==> src/tses_pkg.sv <==
// Shared constants, control word type and control program for the timer set scanner.
// No dependencies.
`default_nettype none
package tses_pkg;

    localparam int NUM_TIMERS = 16;
    localparam int IDX_W      = (NUM_TIMERS > 1) ? $clog2(NUM_TIMERS) : 1;
    localparam int TIME_W     = 63;
    localparam int ID_W       = 4;
    localparam int MODE_W     = 2;
    localparam int STEP_W     = 2;

    localparam logic [MODE_W-1:0] MODE_ARM    = 2'd0;
    localparam logic [MODE_W-1:0] MODE_DISARM = 2'd1;

    localparam logic KIND_FIRED  = 1'b0;
    localparam logic KIND_REPORT = 1'b1;

    localparam logic [STEP_W-1:0] STEP_WAIT   = 2'd0;
    localparam logic [STEP_W-1:0] STEP_SCAN   = 2'd1;
    localparam logic [STEP_W-1:0] STEP_REPORT = 2'd2;
    localparam logic [STEP_W-1:0] STEP_SPARE  = 2'd3;

    // what a step waits on before it branches to its target
    typedef enum logic [1:0] {
        HOLD_INPUT = 2'd0,   // until an item is taken
        HOLD_SCAN  = 2'd1,   // until the last slot is done
        HOLD_OUT   = 2'd2,   // until the output register is free
        HOLD_NONE  = 2'd3
    } hold_t;

    typedef struct packed {
        logic              take_in;
        logic              scan;
        logic              report;
        hold_t             hold;
        logic [STEP_W-1:0] target;
    } ctl_t;

    function automatic ctl_t rom_word(input logic [STEP_W-1:0] step);
        ctl_t w;
        w = '{take_in: 1'b0, scan: 1'b0, report: 1'b0, hold: HOLD_NONE, target: STEP_WAIT};
        unique case (step)
            STEP_WAIT: begin
                w.take_in = 1'b1;
                w.hold    = HOLD_INPUT;
                w.target  = STEP_SCAN;
            end
            STEP_SCAN: begin
                w.scan   = 1'b1;
                w.hold   = HOLD_SCAN;
                w.target = STEP_REPORT;
            end
            STEP_REPORT: begin
                w.report = 1'b1;
                w.hold   = HOLD_OUT;
                w.target = STEP_WAIT;
            end
            STEP_SPARE: begin
                w.hold   = HOLD_NONE;
                w.target = STEP_WAIT;
            end
            default: begin
                w.hold   = HOLD_NONE;
                w.target = STEP_WAIT;
            end
        endcase
        return w;
    endfunction

endpackage
`default_nettype wire

==> src/timer_set_expiry_scan.sv <==
// Timer set with expiry scan: top level, microcoded sequencer and datapath.
// Uses tses_pkg (constants, control word type, control program).
//
// Usage:
// - Input channel s_*: one item carries mode (arm, disarm, check), timer_id,
//   expiry_time and now_time. The arm or disarm is applied in the cycle the
//   item is taken.
// - Result channel m_*: every slot that expired (deadline at or before now)
//   comes out as a kind 0 item in ascending id order and is disarmed; then one
//   kind 1 item with last set gives the time to the earliest remaining
//   deadline, or 0 if nothing is armed.
// - Timing: the wait step takes the item, the scan then walks the deadline
//   array one slot per cycle (16 slots) while no firing slot is held by a
//   full output register, and the report step follows. A new item is taken
//   only after the report step. A fired slot is valid in the cycle after
//   it is scanned.
// - Stalls: a single output register holds a result until taken; the scan
//   holds on a firing slot while that register is full. The next item can be
//   taken while the report still waits in the output register.
// - Reset: all slots disarmed, output empty, sequencer back at its wait step.
`default_nettype none
module timer_set_expiry_scan (
    input  wire logic                        aclk,
    input  wire logic                        aresetn,
    input  wire logic                        s_valid,
    output logic                             s_ready,
    input  wire logic [tses_pkg::MODE_W-1:0] s_mode,
    input  wire logic [tses_pkg::ID_W-1:0]   s_timer_id,
    input  wire logic [tses_pkg::TIME_W-1:0] s_expiry_time,
    input  wire logic [tses_pkg::TIME_W-1:0] s_now_time,
    output logic                             m_valid,
    input  wire logic                        m_ready,
    output logic                             m_kind,
    output logic [tses_pkg::ID_W-1:0]        m_fired_id,
    output logic [tses_pkg::TIME_W-1:0]      m_next_interval,
    output logic                             m_last
);
    import tses_pkg::*;

    logic [STEP_W-1:0] step_reg, step_next;
    ctl_t              ctl;

    logic [NUM_TIMERS-1:0] armed_reg;
    logic [TIME_W-1:0]     deadline_reg [NUM_TIMERS];
    logic [IDX_W-1:0]      idx_reg;
    logic [TIME_W-1:0]     now_reg;
    logic [TIME_W-1:0]     best_reg;
    logic                  any_reg;

    logic                  out_valid_reg;
    logic                  out_kind_reg;
    logic [ID_W-1:0]       out_id_reg;
    logic [TIME_W-1:0]     out_interval_reg;
    logic                  out_last_reg;

    logic              take;
    logic              id_ok;
    logic [IDX_W-1:0]  wr_idx;
    logic              out_free;
    logic              slot_armed;
    logic [TIME_W-1:0] slot_dl;
    logic [TIME_W-1:0] slot_diff;
    logic              slot_expired;
    logic              fire;
    logic              slot_done;
    logic              last_slot;
    logic              advance;
    logic              min_upd;

    assign ctl      = rom_word(step_reg);
    assign s_ready  = ctl.take_in;
    assign take     = s_valid && ctl.take_in;
    assign id_ok    = 32'(s_timer_id) < NUM_TIMERS;
    assign wr_idx   = IDX_W'(s_timer_id);
    assign out_free = !out_valid_reg || m_ready;

    assign slot_armed   = armed_reg[idx_reg];
    assign slot_dl      = deadline_reg[idx_reg];
    assign slot_expired = slot_dl <= now_reg;
    assign slot_diff    = slot_dl - now_reg;
    assign fire         = ctl.scan && slot_armed && slot_expired;
    assign slot_done    = ctl.scan && (!fire || out_free);
    assign last_slot    = 32'(idx_reg) == NUM_TIMERS - 1;
    assign min_upd      = ctl.scan && slot_armed && !slot_expired
                          && (!any_reg || slot_diff < best_reg);

    always_comb begin
        unique case (ctl.hold)
            HOLD_INPUT: advance = s_valid;
            HOLD_SCAN:  advance = slot_done && last_slot;
            HOLD_OUT:   advance = out_free;
            HOLD_NONE:  advance = 1'b1;
            default:    advance = 1'b1;
        endcase
        step_next = advance ? ctl.target : step_reg;
    end

    always_ff @(posedge aclk) begin
        if (!aresetn) begin
            step_reg  <= STEP_WAIT;
            armed_reg <= '0;
            idx_reg   <= '0;
        end else begin
            step_reg <= step_next;
            if (take) begin
                idx_reg <= '0;
                if (id_ok && s_mode == MODE_ARM) begin
                    armed_reg[wr_idx] <= 1'b1;
                end else if (id_ok && s_mode == MODE_DISARM) begin
                    armed_reg[wr_idx] <= 1'b0;
                end
            end else if (slot_done) begin
                if (fire) begin
                    armed_reg[idx_reg] <= 1'b0;
                end
                if (!last_slot) begin
                    idx_reg <= idx_reg + 1'b1;
                end
            end
        end
    end

    // deadline store and scan working registers
    always_ff @(posedge aclk) begin
        if (take) begin
            now_reg <= s_now_time;
            any_reg <= 1'b0;
            if (id_ok && s_mode == MODE_ARM) begin
                deadline_reg[wr_idx] <= s_expiry_time;
            end
        end else if (min_upd) begin
            best_reg <= slot_diff;
            any_reg  <= 1'b1;
        end
    end

    always_ff @(posedge aclk) begin
        if (!aresetn) begin
            out_valid_reg <= 1'b0;
        end else if ((fire && out_free) || (ctl.report && out_free)) begin
            out_valid_reg <= 1'b1;
        end else if (m_ready) begin
            out_valid_reg <= 1'b0;
        end
    end

    always_ff @(posedge aclk) begin
        if (fire && out_free) begin
            out_kind_reg     <= KIND_FIRED;
            out_id_reg       <= ID_W'(idx_reg);
            out_interval_reg <= '0;
            out_last_reg     <= 1'b0;
        end else if (ctl.report && out_free) begin
            out_kind_reg     <= KIND_REPORT;
            out_id_reg       <= '0;
            out_interval_reg <= any_reg ? best_reg : '0;
            out_last_reg     <= 1'b1;
        end
    end

    assign m_valid         = out_valid_reg;
    assign m_kind          = out_kind_reg;
    assign m_fired_id      = out_id_reg;
    assign m_next_interval = out_interval_reg;
    assign m_last          = out_last_reg;

endmodule
`default_nettype wire

==> config.mk <==
export PLATFORM = sky130hd
export DESIGN_NAME = timer_set_expiry_scan
export DESIGN_NICKNAME = d
export VERILOG_FILES = /design/src/tses_pkg.sv /design/src/timer_set_expiry_scan.sv
export SDC_FILE = /design/constraint.sdc
export NUM_CORES = 1
export LEC_CHECK = 0
export BUFFER_PORTS_ARGS = -buffer_cell sky130_fd_sc_hd__buf_4
export CELL_PAD_IN_SITES_DETAIL_PLACEMENT = 0
export CELL_PAD_IN_SITES_GLOBAL_PLACEMENT = 2
export CORE_ASPECT_RATIO = 0.9
export CORE_MARGIN = 2
export CORE_UTILIZATION = 30
export CTS_CLUSTER_DIAMETER = 150
export DETAILED_ROUTE_END_ITERATION = 16
export MAX_ROUTING_LAYER = met4
export PLACE_DENSITY_LB_ADDON = 0.2
export SLEW_MARGIN = 20
export SYNTH_ARGS = -nofsm -noshare
export SYNTH_HDL_FRONTEND = slang
export SYNTH_SLANG_ARGS = --single-unit
export TNS_END_PERCENT = 10
==> constraint.sdc <==
create_clock -name aclk -period 8.1 [get_ports aclk]
set_input_delay 1.62 -clock aclk [delete_from_list [all_inputs] [get_ports aclk]]
set_output_delay 1.62 -clock aclk [all_outputs]
set_load 0.01 [all_outputs]
==> flow_results.org <==
** Run status
- The flow ran to the end, and the final reports show no timing, DRC or antenna violations.

** STA
- Setup total negative slack on the finished layout was measured at 0 ns.
- Worst-margin pin slew :: 1.047 ns
- Final worst clock skew :: 0.04807 ns
- Final number of setup-violating endpoints :: 0
- Slew Limit Headroom :: 0.3020
- Final Cycle Share :: 0.9247
- Maximum frequency from static timing analysis :: 0.1335 GHz
- Setup repair after global routing left no endpoint under its margin.
- The max-slew violation count is 0.
- On the final layout, the worst hold slack is 0.4507 ns.
- Hold Violations, Final :: 0
- After layout, the minimum clock period comes to 7.490 ns.

** Floorplan
- Floorplan Core Area :: 169300 um^2
- Die Wd :: 439.8 um
- Num rows :: 143
- Number of ports placed on the die boundary :: 207
- Die outline area :: 174200 um^2
- The die is 396.2 um tall.
- The initial utilization of the core area, before any placement, comes to 0.3029.

** Worst setup path
- The worst register-to-register path ends at best_reg[45].
- Required time of the worst setup path :: 8.54 ns
- Critical Path Fanout Max :: 47
- The worst setup path is of the register to register kind.
- STA classifies the critical path endpoint as a register.
- Category of the worst setup path launch point :: register
- Data arrives at the worst endpoint at 7.93 ns.
- Length in cells of the worst reg-to-reg path :: 24
- Worst R2R Setup Slack :: 0.61 ns

** Placement
- Routability-driven placement finished with a final weighted congestion of 0.8326.
- Sum of net half-perimeters after detailed placement :: 97930 um
- The count of buffers added on input and output ports is 206.

** Routing
- In this run, the number of DRC markers left after iteration 0 of detailed routing was 2164.
- After detailed routing, the total wire length is 150100 um.
- Using the TritonRoute via totals, the vias-per-cell ratio works out to 5.015.
- Across all layers, the routed design uses 27730 vias.
- Total DRC errors in the routed layout :: 0
- In this run the remaining antenna-violating nets after routing total 0.
- In the final routed layout, each cell accounts on average for 27.16 um.
- The first detailed-routing pass ran for 6 iterations.

** Synth
- For this run, the leading register cell type out of synthesis is sky130_fd_sc_hd__edfxtp_1.
- Number of enable flip-flop cells after synthesis :: 1138
- Synth Instances :: 2880
- The number of nets handed over by synthesis was 3148.
- Flop and latch count out of synthesis :: 1230
- The share of the Yosys chip area taken by registers is 0.7025.
- Averaged over all synthesized cells, the footprint is 17.80 um^2.
- Synthesis instantiated 69 different standard cells from the library.
- The Yosys step of the flow raised 0 warnings.
- For this run, asynchronously set or reset flops after synthesis account for 0.
- Synthesized cell area :: 51270 um^2

** CTS
- Number of buffers added by the clock tree synthesis step :: 139
- TritonCTS built the clock tree.
- The cell sitting at the root of the clock tree is a sky130_fd_sc_hd__clkbuf_16.
- After clock tree synthesis, the clock-pin slew on the worst setup and hold paths is 0.06 ns.
- In this run the number of H-tree levels came out at 4.
- Worst skew pair latency :: 0.79 ns
- Number of sinks driven by the clock tree :: 1230
- No sink is reached through more buffers than the 3 on the longest clock path.

** Power
- VDD sags by at most 0.0002360 V.
- The share of total power dissipated in the clock network is 0.444.
- Summed over all nets, the switching power comes to 3.246 mW.
- The internal portion of the total power is 11.01 mW.
- Of the total power, the share spent switching nets is 0.2276.
- For this design the ratio of total power to cell area is 234.9 nW/um^2.
- In this run the static leakage power is 20.03 nW.
- The share of total power dissipated in sequential elements is 0.491.
- Share of power burned in combinational logic :: 0.065

** GRT
- Wire length of the first global-routing pass :: 213900 um
- The number of antenna violations at the first check in global routing came to 14.
- Global routing finished with a remaining overflow of 0.
- Largest net degree at the start of global routing :: 66
- Across every metal layer, demand over resource in global routing totals 0.1770.
- Number of global-route vias before repair :: 28970

** Final layout
- FF/Latch Area :: 36030 um^2
- Net count, final :: 3432
- Leaving out fill and tap cells, the most frequent cell in the layout is sky130_fd_sc_hd__edfxtp_1.
- Filler cell count :: 15880
- Of the cells placed in the final design, the portion with a size suffix greater than 1 is 0.2637.
- Number of flip-flops under the largest register name :: 1008
- Area growth from synthesis to layout :: 18.41%
- Summing all multi-input logic gate instances after layout gives 14220 um^2.
- Commonest non-fill, non-tap cells in the layout :: 1138 x sky130_fd_sc_hd__edfxtp_1, 320 x sky130_fd_sc_hd__mux4_2, 266 x sky130_fd_sc_hd__buf_4

** Hold path
- The worst hold path begins at m_next_interval[3].
- Cell depth of the worst hold path :: 2
- The path class of the tightest hold or removal check is register to register.
- For hold timing, the worst endpoint is m_next_interval[3].

** Run
- Maximum capacitance violations :: 0
## through the flow
stage                     power [mW]  utilization  instance area, um^2  worst slack, ns  instances
after floorplan                7.690            -                51270         0.009942       2880
after global placement         8.062       0.3308                55990           0.1684       5268
after detailed placement       8.076       0.3311                56040           0.1939       5270
after CTS                      14.45       0.3585                60690           0.1253       5524
after global routing           14.79       0.3586                60700          0.07270       5528
final                          14.26       0.3586                60700           0.6103       5529
## synthesized netlist by cell type (all sizes together) (3+ instances only)
master | number | area (um^2)
edfxtp | 1138 | 34170
mux4 | 320 | 7207
a21oi | 177 | 927.1
inv | 151 | 566.8
ha | 131 | 1639
nand2 | 121 | 456.7
dfxtp | 92 | 1842
nor2 | 89 | 349.1
clkbuf | 88 | 331.6
nand3 | 82 | 422.9
o21ai | 68 | 340.3
a21o | 63 | 473.0
buf | 56 | 265.3
nand4 | 39 | 244.0
xnor2 | 32 | 280.3
nor3 | 29 | 150.1
xor2 | 25 | 219.0
a31oi | 16 | 100.1
o21a | 16 | 120.1
nor2b | 13 | 81.33
a211oi | 11 | 82.58
nor4 | 11 | 68.82
nand2b | 10 | 62.56
o211ai | 10 | 75.07
o21bai | 8 | 60.06
and3 | 7 | 43.79
or3 | 7 | 43.79
a41oi | 6 | 52.55
nor3b | 5 | 48.80
o31a | 5 | 43.79
a221o | 4 | 40.04
o2111ai | 4 | 35.03
o221ai | 4 | 35.03
o31ai | 4 | 30.03
or2 | 4 | 25.02
a2bb2oi | 3 | 26.28
and4 | 3 | 26.28
o22ai | 3 | 32.53
or4 | 3 | 26.27
## cell type report
| type | count | share of cell area |
|---|---|---|
| antenna | 5 | 0.0002061 |
| multi-input combinational | 1355 | 0.2342 |
| tap | 2247 | 0.04631 |
| clock buffer | 172 | 0.05973 |
| clock inverter | 82 | 0.01686 |
| sequential | 1230 | 0.5935 |
| timing repair buffer | 287 | 0.03980 |
| inverter | 151 | 0.009337 |
## how the worst max path moves through the flow
stage                        start            to  slack [ns]  cells after the start
final                     register  best_reg[45]        0.61                     24
after floorplan           register   best_reg[0]        0.01                     25
after global routing      register  best_reg[45]        0.07                     26
after CTS                 register  best_reg[45]        0.13                     25
after global placement    register  best_reg[39]        0.17                     25
after detailed placement  register  best_reg[41]        0.19                     25
## what timing repair did
item | CTS | global route
endpoints found under the setup margin | 0 | 63
hold buffers | 0 | 0
resized for setup | 0 | 2
hold endpoints to repair | 0 | 0
buffers inserted | 0 | 0
## power groups by stage
stage	sequential, mW	clock [mW]	combinational [mW]
2_1_floorplan	7.13	0	0.558
3_3_place_gp	7.14	0	0.922
3_5_place_dp	7.14	0	0.934
4_1_cts	7.01	6.51	0.938
5_1_grt	7.01	6.77	1.02
6_report	7.01	6.33	0.924
## critical path, cell delays in order (launching register included)
cell and delay (ns):
sky130_fd_sc_hd__dfxtp_4 0.47, sky130_fd_sc_hd__buf_12 0.37, sky130_fd_sc_hd__mux4_2 0.56, sky130_fd_sc_hd__mux4_2 0.63
sky130_fd_sc_hd__ha_1 0.46, sky130_fd_sc_hd__nand4_1 0.14, sky130_fd_sc_hd__nor2_1 0.28, sky130_fd_sc_hd__nand4_1 0.13
sky130_fd_sc_hd__o2111ai_1 0.54, sky130_fd_sc_hd__o21ai_0 0.34, sky130_fd_sc_hd__o31ai_1 0.45, sky130_fd_sc_hd__a21o_1 0.19
sky130_fd_sc_hd__a21oi_1 0.08, sky130_fd_sc_hd__xnor2_1 0.25, sky130_fd_sc_hd__ha_1 0.30, sky130_fd_sc_hd__a21o_1 0.17
sky130_fd_sc_hd__a21o_1 0.18, sky130_fd_sc_hd__a21o_1 0.17, sky130_fd_sc_hd__a21o_1 0.17, sky130_fd_sc_hd__a21o_1 0.17
sky130_fd_sc_hd__a21oi_1 0.17, sky130_fd_sc_hd__nor2b_1 0.06, sky130_fd_sc_hd__o21ai_0 0.18, sky130_fd_sc_hd__o2111a_2 0.27
sky130_fd_sc_hd__buf_4 0.32
## metal layers
layer | part of all wire | global-route usage | vias to the layer above | routed length (um)
met5 | 0 | - | - | 0
met4 | 0.019 | 0.04244 | 0 | 2914
met3 | 0.040 | 0.02636 | 209 | 6056
met2 | 0.49 | 0.2871 | 718 | 73610
met1 | 0.45 | 0.2344 | 14670 | 67570
li1 | - | - | 12130 | -
## cell families (layout without fill, tap and decap cells)
logic type                 count (synthesis)  count (layout)  synth area share
DFF                                     1230            1230            0.7025
adders and majority gates                132             132           0.03236
muxes                                    321             321            0.1408
other                                      0               5                 0
buffers and inverters                    295             692           0.02270
AOI/OAI and AO/OA                        416             416           0.05106
xor gates and xnor gates                  57              57          0.009738
and+or+nand+nor                          429             429           0.04090
(Power assumes the default switching activity.)
